==> src/design/ptd_pkg.sv <==
// shared types and constants of the periodic task dispatcher
package ptd_pkg;

  localparam logic [1:0] MODE_TICK   = 2'd0;
  localparam logic [1:0] MODE_CREATE = 2'd1;
  localparam logic [1:0] MODE_DELETE = 2'd2;

  localparam logic [1:0] ST_OK        = 2'd0;
  localparam logic [1:0] ST_FULL      = 2'd1;
  localparam logic [1:0] ST_NOT_FOUND = 2'd2;

  typedef struct packed {
    logic [1:0]  mode;
    logic [7:0]  task_id;
    logic [15:0] period;
    logic [7:0]  start_time;
    logic [7:0]  priority_req;
  } cmd_t;

  typedef struct packed {
    logic [7:0]  id;
    logic [15:0] period;
    logic [7:0]  start;
    logic [7:0]  prio;
  } entry_t;

endpackage

==> src/design/periodic_task_dispatcher_core.sv <==
// top level: command queue, task engine and result queue
// Each command enters a two-entry queue and is taken by the engine in the cycle after
// its push at the earliest; a create or delete walks the table. A tick walks it too,
// skipping tasks with a zero period and testing the others with the shared 16-step
// serial remainder unit, and gives one result for each released task.
// Results leave through a two-entry queue, so either side may stall; the engine waits
// while that queue is full.
module periodic_task_dispatcher_core #(
  parameter int TABLE_DEPTH = 8
) (
  input  logic        clk,
  input  logic        rst_n,
  input  logic        push,
  output logic        full,
  input  logic [1:0]  in_mode,
  input  logic [7:0]  in_task_id,
  input  logic [15:0] in_period,
  input  logic [7:0]  in_start_time,
  input  logic [7:0]  in_priority_req,
  output logic        empty,
  input  logic        pop,
  output logic [1:0]  out_status,
  output logic        out_ready_valid,
  output logic [7:0]  out_ready_id,
  output logic        out_last
);
  ptd_pkg::cmd_t in_cmd, q_cmd, r_in, r_out;
  logic q_empty, take, rv, r_full, r_empty;
  logic [1:0] st; logic rvv, lst; logic [7:0] rid;

  assign in_cmd = '{mode: in_mode, task_id: in_task_id, period: in_period,
                    start_time: in_start_time, priority_req: in_priority_req};

  ptd_cmd_fifo u_in (
    .clk(clk), .rst_n(rst_n), .wr_en(push), .wr_data(in_cmd), .full(full),
    .rd_en(take), .rd_data(q_cmd), .empty(q_empty)
  );

  ptd_engine #(.TABLE_DEPTH(TABLE_DEPTH)) u_eng (
    .clk(clk), .rst_n(rst_n), .cmd_valid(!q_empty), .cmd(q_cmd), .cmd_take(take),
    .res_valid(rv), .res_full(r_full), .res_status(st), .res_ready_valid(rvv),
    .res_ready_id(rid), .res_last(lst)
  );

  assign r_in = '{mode: st, task_id: rid, period: {15'd0, rvv}, start_time: {7'd0, lst},
                  priority_req: 8'd0};

  ptd_cmd_fifo u_out (
    .clk(clk), .rst_n(rst_n), .wr_en(rv), .wr_data(r_in), .full(r_full),
    .rd_en(pop), .rd_data(r_out), .empty(r_empty)
  );

  assign empty           = r_empty;
  assign out_status      = r_out.mode;
  assign out_ready_id    = r_out.task_id;
  assign out_ready_valid = r_out.period[0];
  assign out_last        = r_out.start_time[0];
endmodule

==> src/design/ptd_cmd_fifo.sv <==
// two-entry queue, used for commands into the task engine and for its results
module ptd_cmd_fifo (
  input  logic          clk,
  input  logic          rst_n,
  input  logic          wr_en,
  input  ptd_pkg::cmd_t wr_data,
  output logic          full,
  input  logic          rd_en,
  output ptd_pkg::cmd_t rd_data,
  output logic          empty
);
  ptd_pkg::cmd_t mem_r [2];
  logic       wp_r, wp_nxt, rp_r, rp_nxt;
  logic [1:0] cnt_r, cnt_nxt;

  always_comb begin
    wp_nxt  = wp_r ^ (wr_en & ~full);
    rp_nxt  = rp_r ^ (rd_en & ~empty);
    cnt_nxt = cnt_r + {1'b0, wr_en & ~full} - {1'b0, rd_en & ~empty};
  end

  always_ff @(posedge clk) begin
    if (!rst_n) begin
      wp_r  <= 1'b0;
      rp_r  <= 1'b0;
      cnt_r <= 2'd0;
    end else begin
      wp_r  <= wp_nxt;
      rp_r  <= rp_nxt;
      cnt_r <= cnt_nxt;
    end
    if (wr_en && !full) mem_r[wp_r] <= wr_data;
  end

  assign rd_data = mem_r[rp_r];
  assign full    = cnt_r == 2'd2;
  assign empty   = cnt_r == 2'd0;

  a_cnt_bound: assert property (@(posedge clk) disable iff (!rst_n) cnt_r <= 2'd2)
    else $error("queue count overflow");
  a_no_wrap: assert property (@(posedge clk) disable iff (!rst_n)
    full |=> !empty) else $error("full queue went empty");
  a_ptr_match: assert property (@(posedge clk) disable iff (!rst_n)
    (cnt_r == 2'd0 || cnt_r == 2'd2) |-> wp_r == rp_r) else $error("pointer mismatch");
endmodule

==> src/design/ptd_mod_unit.sv <==
// bit-serial remainder unit, one quotient bit per cycle
module ptd_mod_unit (
  input  logic        clk,
  input  logic        rst_n,
  input  logic        start,
  input  logic [15:0] dividend,
  input  logic [15:0] divisor,
  output logic        done,
  output logic        zero_rem
);
  logic [15:0] q_r, q_nxt;
  logic [16:0] rem_r, rem_nxt;
  logic [15:0] div_r;
  logic [4:0]  cnt_r, cnt_nxt;
  logic        busy_r, busy_nxt;
  logic [16:0] sh;

  always_comb begin
    sh       = {rem_r[15:0], q_r[15]};
    rem_nxt  = rem_r;
    q_nxt    = q_r;
    cnt_nxt  = cnt_r;
    busy_nxt = busy_r;
    if (start) begin
      rem_nxt  = 17'd0;
      q_nxt    = dividend;
      cnt_nxt  = 5'd16;
      busy_nxt = 1'b1;
    end else if (busy_r) begin
      rem_nxt = (sh >= {1'b0, div_r}) ? sh - {1'b0, div_r} : sh;
      q_nxt   = {q_r[14:0], 1'b0};
      cnt_nxt = cnt_r - 5'd1;
      if (cnt_r == 5'd1) busy_nxt = 1'b0;
    end
  end

  always_ff @(posedge clk) begin
    if (!rst_n) begin
      busy_r <= 1'b0;
      cnt_r  <= 5'd0;
    end else begin
      busy_r <= busy_nxt;
      cnt_r  <= cnt_nxt;
    end
    rem_r <= rem_nxt;
    q_r   <= q_nxt;
    if (start) div_r <= divisor;
  end

  assign done     = busy_r && cnt_r == 5'd1;
  assign zero_rem = rem_nxt == 17'd0;
endmodule

==> src/design/ptd_engine.sv <==
// task table and command engine: insert, delete and tick walks
module ptd_engine #(
  parameter int TABLE_DEPTH = 8
) (
  input  logic          clk,
  input  logic          rst_n,
  input  logic          cmd_valid,
  input  ptd_pkg::cmd_t cmd,
  output logic          cmd_take,
  output logic          res_valid,
  input  logic          res_full,
  output logic [1:0]    res_status,
  output logic          res_ready_valid,
  output logic [7:0]    res_ready_id,
  output logic          res_last
);
  localparam int IW = (TABLE_DEPTH > 1) ? $clog2(TABLE_DEPTH) : 1;
  localparam int CW = $clog2(TABLE_DEPTH + 1);
  localparam logic [CW-1:0] DEPTH_C = CW'(TABLE_DEPTH);
  localparam logic [CW-1:0] ONE_C = CW'(1);

  typedef enum logic [6:0] {
    S_IDLE = 7'b0000001, S_FIND = 7'b0000010, S_SHIFT = 7'b0000100,
    S_DEL  = 7'b0001000, S_TCHK = 7'b0010000, S_TWAIT = 7'b0100000,
    S_EMIT = 7'b1000000
  } state_t;

  state_t state_r, state_nxt;
  ptd_pkg::entry_t tab_r [TABLE_DEPTH];
  ptd_pkg::cmd_t   cmd_r, cmd_nxt;
  logic [CW-1:0] cnt_r, cnt_nxt, idx_r, idx_nxt, pos_r, pos_nxt;
  logic [15:0]   tick_r, tick_nxt;
  logic          pend_r, pend_nxt;
  logic [7:0]    pid_r, pid_nxt;
  logic          wr_en, wr_shift_up, wr_shift_dn;
  ptd_pkg::entry_t cur, new_e;
  logic [15:0]   diff;
  logic          m_start, m_done, m_zero;

  assign cur   = tab_r[idx_r[IW-1:0]];
  assign new_e = '{id: cmd_r.task_id, period: cmd_r.period, start: cmd_r.start_time,
                   prio: cmd_r.priority_req};
  assign diff  = (tick_r >= {8'd0, cur.start}) ? tick_r - {8'd0, cur.start}
                                               : {8'd0, cur.start} - tick_r;

  ptd_mod_unit u_mod (
    .clk(clk), .rst_n(rst_n), .start(m_start), .dividend(diff),
    .divisor(cur.period), .done(m_done), .zero_rem(m_zero)
  );

  always_comb begin
    state_nxt = state_r;
    cmd_nxt = cmd_r; cnt_nxt = cnt_r; idx_nxt = idx_r; pos_nxt = pos_r;
    tick_nxt = tick_r; pend_nxt = pend_r; pid_nxt = pid_r;
    cmd_take = 1'b0; m_start = 1'b0;
    wr_en = 1'b0; wr_shift_up = 1'b0; wr_shift_dn = 1'b0;
    res_valid = 1'b0; res_status = ptd_pkg::ST_OK; res_ready_valid = 1'b0;
    res_ready_id = 8'd0; res_last = 1'b1;
    unique case (state_r)
      S_IDLE: if (cmd_valid && !res_full) begin
        cmd_take = 1'b1; cmd_nxt = cmd; idx_nxt = '0; pend_nxt = 1'b0;
        case (cmd.mode)
          ptd_pkg::MODE_TICK: begin
            tick_nxt = tick_r + 16'd1;
            state_nxt = S_TCHK;
          end
          ptd_pkg::MODE_CREATE:
            if (cnt_r >= DEPTH_C) begin
              res_valid = 1'b1; res_status = ptd_pkg::ST_FULL;
            end else state_nxt = S_FIND;
          ptd_pkg::MODE_DELETE: state_nxt = S_DEL;
          default: res_valid = 1'b1;
        endcase
      end
      S_FIND:
        if (idx_r < cnt_r && cur.prio >= cmd_r.priority_req) idx_nxt = idx_r + ONE_C;
        else begin
          pos_nxt = idx_r; idx_nxt = cnt_r; state_nxt = S_SHIFT;
        end
      S_SHIFT:
        if (idx_r > pos_r) begin
          wr_shift_up = 1'b1; idx_nxt = idx_r - ONE_C;
        end else begin
          wr_en = 1'b1; cnt_nxt = cnt_r + ONE_C; res_valid = 1'b1;
          state_nxt = S_IDLE;
        end
      S_DEL:
        if (pend_r) begin
          if (idx_r + ONE_C < cnt_r) begin
            wr_shift_dn = 1'b1; idx_nxt = idx_r + ONE_C;
          end else begin
            cnt_nxt = cnt_r - ONE_C; res_valid = 1'b1; pend_nxt = 1'b0;
            state_nxt = S_IDLE;
          end
        end else if (idx_r >= cnt_r) begin
          res_valid = 1'b1; res_status = ptd_pkg::ST_NOT_FOUND; state_nxt = S_IDLE;
        end else if (cur.id == cmd_r.task_id) pend_nxt = 1'b1;
        else idx_nxt = idx_r + ONE_C;
      S_TCHK:
        if (idx_r >= cnt_r) begin
          if (!res_full) begin
            res_valid = 1'b1;
            if (pend_r) begin
              res_ready_valid = 1'b1; res_ready_id = pid_r;
            end
            state_nxt = S_IDLE;
          end
        end else if (cur.period == 16'd0) idx_nxt = idx_r + ONE_C;
        else begin
          m_start = 1'b1; state_nxt = S_TWAIT;
        end
      S_TWAIT:
        if (m_done) state_nxt = m_zero ? S_EMIT : S_TCHK;
        else state_nxt = S_TWAIT;
      S_EMIT:
        if (!pend_r) begin
          pend_nxt = 1'b1; pid_nxt = cur.id; idx_nxt = idx_r + ONE_C; state_nxt = S_TCHK;
        end else if (!res_full) begin
          res_valid = 1'b1; res_ready_valid = 1'b1; res_ready_id = pid_r; res_last = 1'b0;
          pid_nxt = cur.id; idx_nxt = idx_r + ONE_C; state_nxt = S_TCHK;
        end
      default: state_nxt = S_IDLE;
    endcase
    if (state_r == S_TWAIT && m_done && !m_zero) idx_nxt = idx_r + ONE_C;
  end

  always_ff @(posedge clk) begin
    if (!rst_n) begin
      state_r <= S_IDLE; cnt_r <= '0; tick_r <= 16'd0; pend_r <= 1'b0;
    end else begin
      state_r <= state_nxt; cnt_r <= cnt_nxt; tick_r <= tick_nxt; pend_r <= pend_nxt;
    end
    cmd_r <= cmd_nxt; idx_r <= idx_nxt; pos_r <= pos_nxt;
    pid_r <= pid_nxt;
    if (wr_shift_up) tab_r[idx_r[IW-1:0]] <= tab_r[IW'(idx_r - ONE_C)];
    if (wr_shift_dn) tab_r[idx_r[IW-1:0]] <= tab_r[IW'(idx_r + ONE_C)];
    if (wr_en) tab_r[pos_r[IW-1:0]] <= new_e;
  end

  a_cnt: assert property (@(posedge clk) disable iff (!rst_n) cnt_r <= DEPTH_C)
    else $error("task count above depth");
  a_full_drop: assert property (@(posedge clk) disable iff (!rst_n)
    (res_valid && res_status == ptd_pkg::ST_FULL) |-> cnt_r == DEPTH_C)
    else $error("full status with room");
  a_tick_res: assert property (@(posedge clk) disable iff (!rst_n)
    (res_valid && res_ready_valid) |-> res_status == ptd_pkg::ST_OK)
    else $error("dispatch with error status");
endmodule
==> config.mk <==
export PLATFORM = sky130hd
export DESIGN_NAME = periodic_task_dispatcher_core
export DESIGN_NICKNAME = d
export VERILOG_FILES = /design/src/design/ptd_pkg.sv /design/src/design/periodic_task_dispatcher_core.sv /design/src/design/ptd_cmd_fifo.sv /design/src/design/ptd_mod_unit.sv /design/src/design/ptd_engine.sv
export SDC_FILE = /design/constraint.sdc
export NUM_CORES = 1
export LEC_CHECK = 0
export ABC_AREA = 0
export BUFFER_PORTS_ARGS = -buffer_cell sky130_fd_sc_hd__buf_4
export CAP_MARGIN = 10
export CORE_MARGIN = 5
export CORE_UTILIZATION = 65
export DETAILED_ROUTE_END_ITERATION = 12
export GPL_ROUTABILITY_DRIVEN = 0
export PLACE_DENSITY = 0.79
export SYNTH_ARGS = -nofsm -noshare
export SYNTH_HDL_FRONTEND = slang
export SYNTH_SLANG_ARGS = --single-unit
==> constraint.sdc <==
create_clock -name clk -period 17.4 [get_ports clk]
set_clock_uncertainty 0.1 [all_clocks]
set_input_delay 0.87 -clock clk [delete_from_list [all_inputs] [get_ports clk]]
set_output_delay 0.87 -clock clk [all_outputs]
set_load 0.02 [all_outputs]
==> results.ini <==
[critical_path]
worstPathRequired_ns = 17.54
cp-startpoint = u_eng.idx_r[0]
end_kind = flip-flop
setup.worst_path.class = flip-flop to flip-flop
r2r_slack_ns = 11.37
crit_chain = inv_8 -> ha_4 -> ha_1 -> nor2b_1 -> o21ai_0 -> nand2b_1 -> a21o_1 -> nor3_2 -> buf_4 -> o21ai_0 -> nor2_4 -> buf_4
worstPathArrival_ns = 6.16
critPathSlowestCell = ha_4
crit_path_start_kind = flip-flop
reg2reg_from = u_eng.idx_r[0]
cpPeakStageDelay_ns = 0.93
crit_fanout = 66

[global_route]
antenna_found_initial = 1
grt_max_degree = 69
grt_pass1_wl_mm = 109
grt_use_total_pct = 27.7
grt-ovfl-total = 0
grt_pass1_vias = 18500

[timing]
fin_crit_ns = 6.03
timing.final.crit_share_pct = 34.6
slew_violations = 0
hold_slack_ns = 0.337
worstMarginPinSlew_ns = 1.22
max_freq_mhz = 166
rsz0062_at_grt = false
tns_ns = 0
relSlewSlack_pct = 18.0
finalHoldViolCount = 0
setup_viol = 0

[synthesis]
synth_area_leaders = edfxtp_1 51%, mux4_2 20%, mux2_2 5.1%
synth_cell_types = 93
synth_nets = 2059
synth_cells = 1939
syn_avg_cell_area_sq_um = 15.7
synth-main-ff-cell = edfxtp_1
synth-edff-count = 516
synth_top_area_cell = edfxtp_1
synth_top_area_share_pct = 50.9
netlist_area_sq_um = 30400
synth_commonest_cells = 516 x edfxtp_1, 275 x mux4_2, 139 x mux2_2
ys_seq_area_share_pct = 55.1
synthArstFlopShare_pct = 0
synth_warnings = 0
synth_seq_cells = 580
synth_most_common_cell = edfxtp_1

[routing]
first_pass_iters = 6
antenna_left = 0
wl_per_cell_um = 26.7
via_per_inst = 7.04
drt_iter0_drc = 2422
wl_mm = 70.0
via_count = 18500
drc = 0

[clock_network]
cts_hold_buf = 0
cts_max_path_buffers = 3
cts-root-buf = clkbuf_16
cts_max_level = 2
post_cts_resized = 0
path_clk_slew_ns = 0.06
postCtsSetupRepairBufs = 0
cts_tree = built
clkSinkCount = 580
cts_inserted_buffers = 58
worstSkewPairLatency_ns = 0.62

[final_layout]
drive_gt1_share_pct = 31.7
stdcell_area_sq_um = 33400
syn2layout_area_growth_pct = 9.81
final_cell_count_no_fill = 2624
num-nets-final = 2090
regArea_sq_um = 16800
multi_input_area_sq_um = 13000
utilization_pct = 71.9
fillers = 2854
antenna_cells = 0

[pwr]
comb_power_share_pct = 44.6
ir_drop_mv = 0.150
swShare_pct = 34.9
p_int_mw = 4.06
seqPwrFrac_pct = 35.0
p_switching_mw = 2.17
p_per_area_nw_per_um2 = 186
pwr-share-clk_pct = 20.3
leakagePower_nw = 11.2

[floorplanning]
placementRows = 79
design.core.area_sq_um = 46500
die_w_um = 226
dieHeight_um = 226
initial_utilization_pct = 65.5
die_area_sq_um = 51300
pin_count = 60

[placement]
numPortBuffers = 59
placed_cell_area_sq_um = 31500
place_hpwl_mm = 42.8
dp.cells = 2517

[status]
status = finished clean

[worst_hold_path]
holdCritStartpoint = in_priority_req[6]
hp-class = input port to flip-flop

[job]
cap_violations = 0

==> critical path: cells and delay by family (launching register included) <==
kind | cells | cell delay [ns]
adder cells (fa/ha/maj) | 2 | 1.30
buffers and inverters | 3 | 1.81
AND/OR/NAND/NOR | 4 | 0.86
flip-flops | 1 | 0.55
AO/OA/AOI/OAI | 3 | 0.98
==> state kept, by name, summed over array words and instances, names as in the netlist, 7 cells and up, named ones only <==
register           flops
u_eng.u_mod.div_r     16
u_eng.tab_r          320
u_eng.u_mod.rem_r     17
u_eng.state_r          7
u_eng.cmd_r           40
u_eng.tick_r          16
u_out.mem_r           24
u_eng.u_mod.q_r       16
u_in.mem_r            84
u_eng.pid_r            8
==> power groups by stage <==
stage / registers, mW / logic (mW) / clock network, mW
2_1_floorplan: 2.09 / 2.17 / 0
3_3_place_gp: 2.20 / 2.66 / 0
3_5_place_dp: 2.20 / 2.74 / 0
4_1_cts: 2.18 / 2.77 / 1.29
5_1_grt: 2.19 / 3.01 / 1.35
6_report: 2.18 / 2.78 / 1.27
==> kinds of logic (layout without fill, tap and decap cells) <==
group	count (synthesis)	in the layout	synth area share, %
multiplexers	439	439	26.3
flip-flops	580	580	55.1
XOR/XNOR	59	59	1.70
AND/OR/NAND/NOR	359	359	5.85
buffers and inverters	197	275	2.59
adder cells (fa/ha/maj)	74	74	3.14
AO/OA/AOI/OAI	231	231	5.29
==> per-layer routing <==
metal  up-vias  track usage (%)  part of all wire [%]
li1       7881                -                     -
met1      9395             37.9                    38
met2      1014             43.9                    48
met3       178             8.18                    11
met4         2             8.36                   3.2
met5         -                0                 0.019
==> path summary, 6_finish.rpt <==
check,to,depth (start not counted)
setup / recovery,u_eng.tab_r[6][24],12
setup reg to reg,u_eng.tab_r[6][24],12
hold reg to reg,u_eng.u_mod.cnt_r[1],2
hold / removal,u_in.mem_r[0][6],1
==> area by class of cell <==
cell class	count	share of cell area, %
multi-input cells	1162	38.8
repair buffers	84	1.89
well taps	607	2.27
flip-flops and latches	580	50.2
clock buffers	70	4.61
clock inverters	37	1.19
inverters	84	0.970
==> placed cells by master, fill, tap and decap left out, types with 7 or more instances in the layout <==
| cell type | instances |
|---|---|
| mux2i_1 | 25 |
| or3_1 | 7 |
| xnor2_1 | 33 |
| buf_4 | 84 |
| o21a_1 | 15 |
| edfxtp_1 | 516 |
| bufinv_16 | 7 |
| nor3_1 | 33 |
| inv_1 | 81 |
| a21o_1 | 11 |
| clkbuf_16 | 59 |
| a31oi_1 | 16 |
| a21oi_1 | 53 |
| o21ai_0 | 45 |
| a21boi_0 | 10 |
| a211oi_1 | 14 |
| clkbuf_1 | 7 |
| nor2_4 | 8 |
| clkinv_2 | 13 |
| nand4_1 | 12 |
| and2_1 | 14 |
| nor2_1 | 115 |
| ha_1 | 67 |
| dfxtp_1 | 60 |
| xor2_1 | 25 |
| nand3_1 | 22 |
| mux2_2 | 139 |
| clkinv_1 | 7 |
| a311oi_1 | 8 |
| nand2_1 | 72 |
| nor2b_1 | 14 |
| nor4_1 | 9 |
| mux4_2 | 275 |
==> per-stage QoR <==
step	worst slack [ns]	power (mW)
global route	11.04	6.55
floorplan	11.72	4.26
global placement	11.48	4.86
detailed placement	11.37	4.94
finish	11.37	6.23
CTS	11.35	6.23
Note: power is estimated with default switching activity, not from simulation.
